$ cat src/rtl/core/gble_pkg.sv
package gble_pkg;

	// Capacity of the character memory and the widths that follow from it.
	localparam int DEPTH = 4096;
	localparam int AW    = (DEPTH > 1) ? $clog2(DEPTH) : 1;
	localparam int CW    = $clog2(DEPTH + 1);
	localparam int CMPW  = (CW > 13) ? CW : 13;
	localparam int WW    = CMPW + 1;

	localparam int MODE_W  = 3;
	localparam int CHAR_W  = 8;
	localparam int POS_W   = 12;
	localparam int STAT_W  = 2;
	localparam int COUNT_W = 13;

	localparam logic [MODE_W-1:0] MODE_INSERT = 3'd0;
	localparam logic [MODE_W-1:0] MODE_LEFT   = 3'd1;
	localparam logic [MODE_W-1:0] MODE_RIGHT  = 3'd2;
	localparam logic [MODE_W-1:0] MODE_BACK   = 3'd3;
	localparam logic [MODE_W-1:0] MODE_READ   = 3'd4;

	localparam logic [STAT_W-1:0] ST_OK       = 2'd0;
	localparam logic [STAT_W-1:0] ST_BOUNDARY = 2'd1;
	localparam logic [STAT_W-1:0] ST_FULL     = 2'd2;
	localparam logic [STAT_W-1:0] ST_BEYOND   = 2'd3;

	typedef struct packed {
		logic [CHAR_W-1:0]  char_out;
		logic [STAT_W-1:0]  status;
		logic [COUNT_W-1:0] text_length;
		logic [COUNT_W-1:0] cursor_pos;
	} res_t;

	typedef struct packed {
		logic              we;
		logic [AW-1:0]     waddr;
		logic [CHAR_W-1:0] wdata;
		logic [AW-1:0]     raddr;
	} mem_req_t;

	// Counts are reported through a fixed 13-bit field: extend or keep the low bits.
	function automatic logic [COUNT_W-1:0] to_count(input logic [CW-1:0] c);
		logic [CMPW-1:0] t;
		t = CMPW'(c);
		return t[COUNT_W-1:0];
	endfunction

endpackage

$ cat src/rtl/core/gble_chan_if.sv
interface gble_cmd_if;
	logic                          valid;
	logic                          ready;
	logic [gble_pkg::MODE_W-1:0]   mode;
	logic [gble_pkg::CHAR_W-1:0]   char_in;
	logic [gble_pkg::POS_W-1:0]    read_pos;

	modport source (output valid, output mode, output char_in, output read_pos, input ready);
	modport sink (input valid, input mode, input char_in, input read_pos, output ready);
endinterface


$ cat src/rtl/core/gble_ctrl.sv
module gble_ctrl (
	input  logic                          clk,
	input  logic                          arst_n,
	gble_cmd_if.sink                      cmd,
	input  logic                          slot_free,
	output logic                          res_valid,
	output gble_pkg::res_t                res_data,
	output gble_pkg::mem_req_t            mem_req,
	input  logic [gble_pkg::CHAR_W-1:0]   mem_rdata
);

	typedef enum logic {S_IDLE, S_MEM} state_t;

	state_t                        state_q, state_d;
	logic [gble_pkg::MODE_W-1:0]   mode_q;
	logic [gble_pkg::CW-1:0]       left_q, right_q, left_d, right_d;
	logic [gble_pkg::CW-1:0]       len, len_d;
	logic                          accept;
	logic [gble_pkg::WW-1:0]       pos_w, len_w, right_addr;
	logic [gble_pkg::CW-1:0]       top_addr;

	assign len   = left_q + right_q;
	assign len_d = left_d + right_d;
	assign pos_w = gble_pkg::WW'(cmd.read_pos);
	assign len_w = gble_pkg::WW'(len);
	// Text position to memory address for characters right of the cursor.
	assign right_addr = gble_pkg::WW'(gble_pkg::DEPTH) - gble_pkg::WW'(right_q)
		+ pos_w - gble_pkg::WW'(left_q);
	assign top_addr = gble_pkg::CW'(gble_pkg::DEPTH) - right_q;

	always_comb begin
		cmd.ready = (state_q == S_IDLE) && slot_free;
		accept    = cmd.valid && cmd.ready;
		state_d   = state_q;
		left_d    = left_q;
		right_d   = right_q;
		mem_req.we    = 1'b0;
		mem_req.waddr = left_q[gble_pkg::AW-1:0];
		mem_req.wdata = cmd.char_in;
		mem_req.raddr = left_q[gble_pkg::AW-1:0];
		res_valid         = 1'b0;
		res_data.char_out = '0;
		res_data.status   = gble_pkg::ST_OK;
		case (state_q)
			S_IDLE: begin
				if (accept) begin
					res_valid = 1'b1;
					case (cmd.mode)
						gble_pkg::MODE_INSERT: begin
							if (len == gble_pkg::CW'(gble_pkg::DEPTH)) begin
								res_data.status = gble_pkg::ST_FULL;
							end else begin
								mem_req.we = 1'b1;
								left_d     = left_q + 1'b1;
							end
						end
						gble_pkg::MODE_LEFT: begin
							if (left_q == '0) begin
								res_data.status = gble_pkg::ST_BOUNDARY;
							end else begin
								mem_req.raddr = left_d[gble_pkg::AW-1:0] - 1'b1;
								res_valid     = 1'b0;
								state_d       = S_MEM;
							end
						end
						gble_pkg::MODE_RIGHT: begin
							if (right_q == '0) begin
								res_data.status = gble_pkg::ST_BOUNDARY;
							end else begin
								mem_req.raddr = top_addr[gble_pkg::AW-1:0];
								res_valid     = 1'b0;
								state_d       = S_MEM;
							end
						end
						gble_pkg::MODE_BACK: begin
							if (left_q == '0) begin
								res_data.status = gble_pkg::ST_BOUNDARY;
							end else begin
								left_d = left_q - 1'b1;
							end
						end
						gble_pkg::MODE_READ: begin
							if (pos_w >= len_w) begin
								res_data.status = gble_pkg::ST_BEYOND;
							end else begin
								if (pos_w < gble_pkg::WW'(left_q)) begin
									mem_req.raddr = pos_w[gble_pkg::AW-1:0];
								end else begin
									mem_req.raddr = right_addr[gble_pkg::AW-1:0];
								end
								res_valid = 1'b0;
								state_d   = S_MEM;
							end
						end
						default: begin
						end
					endcase
				end
			end
			S_MEM: begin
				// The slot was free when the command was taken and nothing has filled it since.
				res_valid     = 1'b1;
				state_d       = S_IDLE;
				mem_req.wdata = mem_rdata;
				case (mode_q)
					gble_pkg::MODE_LEFT: begin
						mem_req.we    = 1'b1;
						mem_req.waddr = top_addr[gble_pkg::AW-1:0] - 1'b1;
						left_d        = left_q - 1'b1;
						right_d       = right_q + 1'b1;
					end
					gble_pkg::MODE_RIGHT: begin
						mem_req.we = 1'b1;
						left_d     = left_q + 1'b1;
						right_d    = right_q - 1'b1;
					end
					default: begin
						res_data.char_out = mem_rdata;
					end
				endcase
			end
			default: begin
				state_d = S_IDLE;
			end
		endcase
		res_data.text_length = gble_pkg::to_count(len_d);
		res_data.cursor_pos  = gble_pkg::to_count(left_d);
	end

	always_ff @(posedge clk or negedge arst_n) begin
		if (!arst_n) begin
			state_q <= S_IDLE;
			left_q  <= '0;
			right_q <= '0;
			mode_q  <= gble_pkg::MODE_INSERT;
		end else begin
			state_q <= state_d;
			left_q  <= left_d;
			right_q <= right_d;
			if (accept) begin
				mode_q <= cmd.mode;
			end
		end
	end

endmodule

$ cat src/flat_wrapper.sv
// flat-port wrapper written by rule: the top's interface ports become plain ports
module gble_ctrl_flat 
  (clk, arst_n, slot_free, res_valid, res_data, mem_req, mem_rdata, cmd_valid, cmd_mode, cmd_char_in, cmd_read_pos, cmd_ready);
  gble_cmd_if cmd_i ();
  input  logic clk;
  input  logic arst_n;
  input  logic slot_free;
  output logic res_valid;
  output gble_pkg::res_t res_data;
  output gble_pkg::mem_req_t mem_req;
  input  logic [gble_pkg::CHAR_W-1:0] mem_rdata;
  input wire logic [$bits(cmd_i.valid)-1:0] cmd_valid;
  input wire logic [$bits(cmd_i.mode)-1:0] cmd_mode;
  input wire logic [$bits(cmd_i.char_in)-1:0] cmd_char_in;
  input wire logic [$bits(cmd_i.read_pos)-1:0] cmd_read_pos;
  output wire logic [$bits(cmd_i.ready)-1:0] cmd_ready;
  assign cmd_i.valid = cmd_valid;
  assign cmd_i.mode = cmd_mode;
  assign cmd_i.char_in = cmd_char_in;
  assign cmd_i.read_pos = cmd_read_pos;
  assign cmd_ready = cmd_i.ready;
  gble_ctrl u_core (.clk(clk), .arst_n(arst_n), .cmd(cmd_i), .slot_free(slot_free), .res_valid(res_valid), .res_data(res_data), .mem_req(mem_req), .mem_rdata(mem_rdata));
endmodule
$ cat config.mk
export PLATFORM = sky130hd
export DESIGN_NAME = gble_ctrl_flat
export DESIGN_NICKNAME = d
export VERILOG_FILES = /design/src/rtl/core/gble_pkg.sv /design/src/rtl/core/gble_chan_if.sv /design/src/rtl/core/gble_ctrl.sv /design/src/flat_wrapper.sv
export SDC_FILE = /design/constraint.sdc
export NUM_CORES = 1
export LEC_CHECK = 0
export BUFFER_PORTS_ARGS = -buffer_cell sky130_fd_sc_hd__clkbuf_2
export CAP_MARGIN = 5
export CORE_MARGIN = 2
export CORE_UTILIZATION = 54
export DETAILED_ROUTE_END_ITERATION = 10
export PLACE_DENSITY_LB_ADDON = 0.2
export SLEW_MARGIN = 0
export SYNTH_ARGS = -nofsm -noshare
export SYNTH_HDL_FRONTEND = slang
export SYNTH_SLANG_ARGS = --single-unit
$ cat constraint.sdc
create_clock -name clk -period 6.05 [get_ports clk]
set_input_delay 1.21 -clock clk [delete_from_list [all_inputs] [get_ports clk]]
set_output_delay 1.21 -clock clk [all_outputs]
set_load 0.05 [all_outputs]
==> Implementation_results.wiki, run 1 <==
{| class="wikitable"
! Metric !! Value
|-
| Outcome || complete, but fails checks
|-
| Failing checks || negative setup slack
|-
| Global-route wire length before repair || 38.7 mm
|-
| Layout area overhead || 36.9%
|-
| Remaining global-route overflow || 0
|-
| Num ports || between 100 and 150
|-
| Total clock sinks || 30
|-
| Final critical-path required period || approximately 6.4 ns
|-
| Adder-cell area share of the yosys netlist || ~20%
|-
| Number of cells after detailed placement || 1238
|-
| Pin slew with the least headroom to its limit || roughly 1.0 ns
|-
| WL/cell || 19.8 um
|-
| Worst-case hold slack || between 0.5 and 0.6 ns
|-
| Post-Synth Simple-Gate Area || between 20 and 25%
|-
| Setup TNS || -1.61 ns
|-
| Number of unique standard cell types used by synthesis || 79
|-
| Part of the Yosys area used for sequential elements || a little under an eighth
|-
| Final setup violation count || 6
|-
| Worst Min Path Start || u_core.mode_q[2]
|-
| Final hold violation count || 0
|-
| FF+latch count, synth || 30
|-
| Kind of end point of the critical path || output port
|-
| Crit path DAT || between 5 and 6 ns
|-
| Most used flip-flop cell after synthesis || sky130_fd_sc_hd__dfrtp_1
|-
| Internal reg-to-reg setup slack || around 2.2 ns
|-
| Dpl hpwl || 20.1 mm
|-
| Largest net degree at the start of global routing || 31
|-
| Async set-or-reset flop fraction in the synthesized netlist || 100%
|-
| Clock tree skew after final layout || 0.00530 ns
|-
| Largest family of logic cells by synthesized area || compound AO/OA/AOI/OAI gates
|-
| Number of antenna violations at the first check in global routing || 0
|-
| Number of synthesized flops with an enable pin || 0
|-
| Input/output buffers || around 110
|-
| Die H || between 100 and 150 um
|-
| R2R Path End || u_core.state_q
|-
| Routed vias/inst || 6.16
|-
| Remaining number of nets flagged by the antenna check after routing || 0
|-
| Leakage component of the power || 4.28 nW
|-
| Starting Density || a little over half
|-
| Rows || 40
|-
| Hold/Removal Path Class || reg -> reg
|-
| Clock Root Buffer || sky130_fd_sc_hd__clkbuf_16
|-
| Final cell utilization of the core || 75.0%
|-
| Setup repair after global routing missed its margin || true
|-
| Cell count of the worst reg-to-reg path || 16
|-
| Worst hold path depth || 1
|-
| Maximum number of buffers from clock root to sink || 2
|-
| Total CTS buffers || 5
|-
| All-Layer GR Usage || around 38%
|-
| Number of warnings reported in the yosys synthesis log || 0
|-
| Pre-Repair DR Iteration Count || 5
|-
| Number of global-route vias before repair || between 7000 and 8000
|-
| Max-slew headroom || 32.3%
|-
| Die Wd || around 110 um
|-
| Total wire length || 24.8 mm
|-
| Worst-path fanout max || 4
|-
| Average cell area after synthesis || 7.37 um2
|-
| Data required time of the worst path || between 4 and 5 ns
|-
| F_max || 156 MHz
|-
| IR Drop Worst-Case VDD || between 0.3 and 0.4 mV
|-
| Post-Synthesis Cell Area || between 6000 and 7000 um2
|-
| DR DRC count || 0
|-
| Iteration-0 DRC Markers || 700
|-
| Fillers || approximately 940
|-
| Area share of xor/xnor cells in the synthesized design || about a tenth
|-
| H-tree depth || 2
|-
| Max-cap violations || 0
|-
| Mux share of post-synthesis cell area || approximately 2.3%
|-
| Fraction of the mapped netlist area in compound gates || between 20 and 30%
|-
| Ratio of cells with drive above 1 in the final layout || about a third
|-
| Total power after layout || between 4 and 5 mW
|-
| Max Slew Vio Count || 0
|-
| Crit path setup slack, layout || -0.379 ns
|-
| TritonCTS clock tree || yes
|-
| Setup Crit Path Kind || reg -> out
|-
| Non-Filler Instances || approximately 1300
|-
| Startpoint of the most critical register-to-register path || u_core.right_q[5]
|-
| Critical path startpoint category || register
|-
| Core area || ~12000 um2
|-
| Synthesized Nets || 1019
|-
| Cells after synthesis || 885
|-
| Clock transition at the registers of the reported paths || ~0.050 ns
|-
| Multi-input combinational cell area || 5850 um2
|-
| Routed via count || around 7700
|-
| Gpl congestion || about 1.1
|-
| Tcrit/Tclk final || 106%
|-
| Hold worst-path end || u_core.mode_q[2]
|-
| Antenna diode count || 0
|-
| Area used by sequential logic in the layout || 752 um2
|-
| Final Net Count || around 1200
|-
| Die ar. || 13000 um2
|-
| Clock latency on the worst-skew pair || roughly 0.28 ns
|-
| Cell Pwr Density || approximately 450 nW/um2
|}
what timing repair did:
item,in CTS,in global routing
endpoints found under the setup margin,7,12
pin swaps,14,10
gates resized for setup,23,18
hold buffers,0,0
setup buffers,4,6
per-layer routing:
layer  track usage (%)  routed length [um]  vias up
met1              50.2                9980     3640
met5                 0                   0        -
met3              3.83                2170       68
met2              63.4               11700      387
li1                  -                   -     3632
met4              15.9                 978        0
cell families after synthesis:
| logic type | after synthesis |
|---|---|
| buffers and inverters | 102 |
| muxes | 14 |
| and+or+nand+nor | 303 |
| adders and majority gates | 99 |
| DFF | 30 |
| AOI/OAI and AO/OA | 263 |
| xor gates and xnor gates | 74 |
synthesized netlist by cell type (all sizes together) (6+ instances only):
cell | number | area, um2
and2 | 8 | 50.1
nand2b | 6 | 37.5
nand2 | 86 | 325
inv | 55 | 206
clkbuf | 38 | 144
xnor2 | 55 | 482
nand3b | 6 | 45.0
and3 | 7 | 43.8
a21boi | 6 | 45.0
o22ai | 6 | 43.8
nand3 | 16 | 80.1
a21o | 25 | 190
mux2i | 6 | 60.1
nor2b | 9 | 56.3
nor4 | 11 | 68.8
o221ai | 10 | 87.6
mux2 | 8 | 90.1
o21ai | 70 | 350
o21a | 16 | 121
a211oi | 10 | 75.1
xor2 | 18 | 158
nand4 | 7 | 43.8
nor2 | 92 | 345
nor3 | 34 | 170
fa | 14 | 280
buf | 7 | 55.1
a31oi | 6 | 37.5
dfrtp | 30 | 751
ha | 85 | 1060
a21oi | 52 | 264
layout by cell type (no fill, tap or decap), types with 14 or more instances in the layout:
cell / synthesis / final
sky130_fd_sc_hd__inv_1: 55 / 51
sky130_fd_sc_hd__buf_4: 1 / 155
sky130_fd_sc_hd__nand3_1: 16 / 14
sky130_fd_sc_hd__a21o_1: 23 / 23
sky130_fd_sc_hd__o21a_1: 15 / 15
sky130_fd_sc_hd__clkbuf_2: 1 / 97
sky130_fd_sc_hd__nand2_1: 85 / 85
sky130_fd_sc_hd__nor2_1: 92 / 88
sky130_fd_sc_hd__xor2_1: 18 / 16
sky130_fd_sc_hd__o21ai_0: 69 / 66
sky130_fd_sc_hd__dfrtp_1: 30 / 29
sky130_fd_sc_hd__ha_1: 85 / 76
sky130_fd_sc_hd__a21oi_1: 51 / 46
sky130_fd_sc_hd__nor3_1: 34 / 34
sky130_fd_sc_hd__xnor2_1: 55 / 49
stage by stage:
| stage | cell area (um2) | setup slack [ns] |
|---|---|---|
| 6_report | 8930 | -0.379 |
| 5_1_grt | 8930 | -0.621 |
| 4_1_cts | 8820 | -0.350 |
| 3_5_place_dp | 8520 | -0.208 |
| 3_3_place_gp | 8520 | -0.173 |
| 2_1_floorplan | 6900 | -0.246 |
sequential cells by signal (all words and copies together) (netlist names):
| name | flops |
|---|---|
| u_core.state_q | 1 |
| u_core.left_q | 13 |
| u_core.mode_q | 3 |
| u_core.right_q | 13 |
worst max-delay path by stage:
stage / start / endpoint / slack, ns / cells after the start
final: u_core.left_q[0] / res_data[24] / -0.38 / 24
after global routing: u_core.right_q[0] / res_data[24] / -0.62 / 24
after CTS: u_core.left_q[0] / res_data[24] / -0.35 / 25
after detailed placement: u_core.right_q[5] / res_data[25] / -0.21 / 24
after global placement: u_core.right_q[2] / res_data[24] / -0.17 / 24
after floorplan: u_core.left_q[0] / res_data[24] / -0.25 / 20
worst max-delay path: stages, from the launching register on:
cell                        delay [ns]
sky130_fd_sc_hd__dfrtp_2          0.38
sky130_fd_sc_hd__ha_4             0.14
sky130_fd_sc_hd__inv_2            0.03
sky130_fd_sc_hd__fa_2             0.37
sky130_fd_sc_hd__nor2b_2          0.14
sky130_fd_sc_hd__o31a_1           0.28
sky130_fd_sc_hd__o31ai_4          0.09
sky130_fd_sc_hd__a2111oi_4        0.37
sky130_fd_sc_hd__o2111ai_2        0.20
sky130_fd_sc_hd__nor4b_4          0.27
sky130_fd_sc_hd__buf_4            0.19
sky130_fd_sc_hd__o32a_2           0.14
sky130_fd_sc_hd__nor2_1           0.05
sky130_fd_sc_hd__a221o_4          0.34
sky130_fd_sc_hd__ha_4             0.21
sky130_fd_sc_hd__a21o_1           0.18
sky130_fd_sc_hd__a21oi_2          0.17
sky130_fd_sc_hd__o21ai_2          0.08
sky130_fd_sc_hd__a21oi_2          0.14
sky130_fd_sc_hd__nor2b_1          0.06
sky130_fd_sc_hd__o21a_1           0.19
sky130_fd_sc_hd__o31a_1           0.29
sky130_fd_sc_hd__o41ai_4          0.26
sky130_fd_sc_hd__xnor2_2          0.17
sky130_fd_sc_hd__buf_12           0.16
where the power goes:
group / switching, mW / internal [mW] / total, mW
Combinational: 2.13 / 1.34 / 3.47
Clock: 0.0918 / 0.161 / 0.253
Sequential: 0.0493 / 0.249 / 0.298
area by class of cell:
class,instances,area share [%]
Timing Repair Buffer,260,19.9
Multi-Input combinational cell,753,65.5
Sequential cell,30,8.42
Inverter,57,2.48
Tap cell,147,2.06
Clock buffer,7,1.60
Note: power is estimated with default switching activity, not from simulation.
==> run 2: changes to the inputs <==
--- a/config.mk
+++ b/config.mk
@@ -11,6 +11,7 @@
 export CORE_UTILIZATION = 54
 export DETAILED_ROUTE_END_ITERATION = 10
 export PLACE_DENSITY_LB_ADDON = 0.2
+export REMOVE_ABC_BUFFERS = 1
 export SLEW_MARGIN = 0
 export SYNTH_ARGS = -nofsm -noshare
 export SYNTH_HDL_FRONTEND = slang
==> run 2 against run 1 <==
  * The flow still finishes with violations (negative setup slack)
  * Sequential share of layout area rose by 0.062 points
  * Cell count rose by 0.88%
  * Register-to-register slack got worse by 0.09 ns
  * Clock power rose by 6%
  * Clock-buffer cell count fell by 1
  * Critical path depth fell by 1
  * Routed wire length fell by 0.64%
  * Clock skew barely moved
  * Maximum frequency fell by 4.8%
  * Power rose by 0.58%
  * Sequential cell count did not move
  * Setup slack got worse by 0.32 ns
  * Largest power group unchanged
==> Implementation_results.wiki, run 2 (synthesis gave the netlist of run 1 again) <==
{| class="wikitable"
! Metric !! Value
|-
| Number of cells after detailed placement || 1245
|-
| Failing checks || negative setup slack
|-
| Number of global-route vias before repair || 7491
|-
| Die H || 114 um
|-
| Internal reg-to-reg setup slack || a little over 2 ns
|-
| Pin slew with the least headroom to its limit || approximately 1 ns
|-
| Cell Pwr Density || roughly 460 nW/um2
|-
| Final cell utilization of the core || approximately three quarters
|-
| Largest net degree at the start of global routing || 46
|-
| Die Wd || around 110 um
|-
| Die ar. || about 13000 um2
|-
| Kind of end point of the critical path || output port
|-
| Clock tree skew after final layout || ~0.0055 ns
|-
| Worst-case hold slack || between 0.5 and 0.6 ns
|-
| Final critical-path required period || roughly 6.8 ns
|-
| Ratio of cells with drive above 1 in the final layout || between 30% and 40%
|-
| Remaining number of nets flagged by the antenna check after routing || 0
|-
| Commonest non-fill, non-tap cells in the layout || 164 x sky130_fd_sc_hd__buf_4, 93 x sky130_fd_sc_hd__clkbuf_2, 88 x sky130_fd_sc_hd__nor2_1
|-
| Most common cell after layout, fill and taps aside || sky130_fd_sc_hd__buf_4
|-
| Clock Root Buffer || sky130_fd_sc_hd__clkbuf_16
|-
| H-tree depth || 2
|-
| Tcrit/Tclk final || 112%
|-
| Final setup violation count || 8
|-
| Clock latency on the worst-skew pair || a little under 0.3 ns
|-
| Total wire length || roughly 25 mm
|-
| Data required time of the worst path || 4.84 ns
|-
| Leakage component of the power || 4.28 nW
|-
| WL/cell || between 15 and 20 um
|-
| Core area || around 12000 um2
|-
| Total CTS buffers || 5
|-
| Startpoint of the most critical register-to-register path || u_core.right_q[2]
|-
| Critical path startpoint category || register
|-
| IR Drop Worst-Case VDD || 0.365 mV
|-
| Cell count of the worst reg-to-reg path || 17
|-
| Setup Crit Path Kind || reg -> out
|-
| Final hold violation count || 0
|-
| Max Slew Vio Count || 0
|-
| Hold worst-path end || u_core.mode_q[0]
|-
| Crit path setup slack, layout || -0.703 ns
|-
| Setup repair after global routing missed its margin || true
|-
| Input/output buffers || between 100 and 150
|-
| Remaining global-route overflow || 0
|-
| Dpl hpwl || 19.7 mm
|-
| Non-Filler Instances || 1265
|-
| F_max || about 150 MHz
|-
| Starting Density || between 50% and 60%
|-
| # hold bufs at CTS || 0
|-
| Number of antenna violations at the first check in global routing || 0
|-
| TritonCTS clock tree || yes
|-
| Max-slew headroom || between 30% and 40%
|-
| Routed via count || approximately 7700
|-
| Num ports || ~110
|-
| Antenna diode count || 0
|-
| Registers with the most flip-flops || u_core.left_q x13, u_core.right_q x13, u_core.mode_q x3
|-
| Hold/Removal Path Class || reg -> reg
|-
| Max-cap violations || 0
|-
| Layout area overhead || 35.7%
|-
| Total power after layout || around 4.0 mW
|-
| Gpl congestion || approximately 1.1
|-
| Global-route wire length before repair || 38.5 mm
|-
| Routed vias/inst || between 6 and 7
|-
| Final Net Count || around 1300
|-
| Clock transition at the registers of the reported paths || approximately 0.060 ns
|-
| R2R Path End || u_core.state_q
|-
| Rows || 40
|-
| Pre-Repair DR Iteration Count || 5
|-
| All-Layer GR Usage || a little under two fifths
|-
| DR DRC count || 0
|-
| Outcome || complete, but fails checks
|-
| Total clock sinks || 30
|-
| Crit path DAT || between 5 and 6 ns
|-
| Place WS || -0.580 ns
|-
| Maximum number of buffers from clock root to sink || 2
|-
| Worst hold path depth || 1
|-
| Iteration-0 DRC Markers || 577
|-
| Worst Min Path Start || u_core.mode_q[0]
|-
| Worst-path fanout max || 5
|}
## run 2: critical path, stage by stage (launching register included)
cell and delay [ns]:
sky130_fd_sc_hd__dfrtp_1 0.38, sky130_fd_sc_hd__buf_4 0.14, sky130_fd_sc_hd__ha_1 0.31, sky130_fd_sc_hd__a21o_1 0.22, sky130_fd_sc_hd__a211o_1 0.30, sky130_fd_sc_hd__a211o_1 0.35, sky130_fd_sc_hd__o21a_1 0.15, sky130_fd_sc_hd__xor2_2 0.18
sky130_fd_sc_hd__nor4b_4 0.41, sky130_fd_sc_hd__buf_4 0.19, sky130_fd_sc_hd__o32a_2 0.12, sky130_fd_sc_hd__nor2_1 0.04, sky130_fd_sc_hd__a221o_1 0.28, sky130_fd_sc_hd__ha_1 0.28, sky130_fd_sc_hd__a21o_1 0.19, sky130_fd_sc_hd__a21oi_2 0.16
sky130_fd_sc_hd__o21ai_2 0.07, sky130_fd_sc_hd__a21oi_2 0.15, sky130_fd_sc_hd__nor2b_1 0.08, sky130_fd_sc_hd__o21a_1 0.19, sky130_fd_sc_hd__o31a_1 0.28, sky130_fd_sc_hd__o41ai_2 0.32, sky130_fd_sc_hd__xnor2_1 0.16, sky130_fd_sc_hd__bufbuf_16 0.29
## run 2: area by class of cell
class | instances | area [um2]
fillers | 949 | 3060
repair buffers | 270 | 1920
multi-input cells | 753 | 5630
flip-flops and latches | 30 | 751
well taps | 147 | 184
clock buffers | 6 | 139
inverters | 57 | 214
clock inverters | 2 | 12.5
## run 2: repair_timing
action                                  in CTS  in global routing
gates resized for setup                     43                 27
pin swaps                                   18                 13
endpoints found under the setup margin       9                 23
setup buffers                               11                  2
## run 2: power by group
part / leakage (nW) / internal (mW) / switching (mW) / total (mW)
Combinational: 3.81 / 1.38 / 2.11 / 3.48
Clock: 0.0729 / 0.163 / 0.104 / 0.267
Sequential: 0.394 / 0.248 / 0.0460 / 0.294
## run 2: metrics by stage
step | TNS (ns) | area (um2)
finish | -3.30 | 8850
global route | -5.27 | 8850
CTS | -2.76 | 8680
detailed placement | -2.50 | 8270
global placement | -1.78 | 8270
floorplan | -19.66 | 6320
## run 2: worst max-delay path by stage
stage	startpoint	to	cells past startpoint
global route	u_core.right_q[0]	res_data[24]	26
floorplan	u_core.left_q[5]	res_data[24]	20
global placement	u_core.right_q[0]	res_data[24]	25
finish	u_core.right_q[2]	res_data[24]	23
CTS	u_core.right_q[0]	res_data[24]	25
detailed placement	u_core.right_q[0]	res_data[25]	25
## run 2: routing by layer
layer	wire length (um)	up-vias	GRT usage, %
li1	-	3641	-
met1	10300	3618	49.4
met2	11400	382	62.2
met3	2050	78	6.85
met4	956	0	14.4
met5	0	-	0
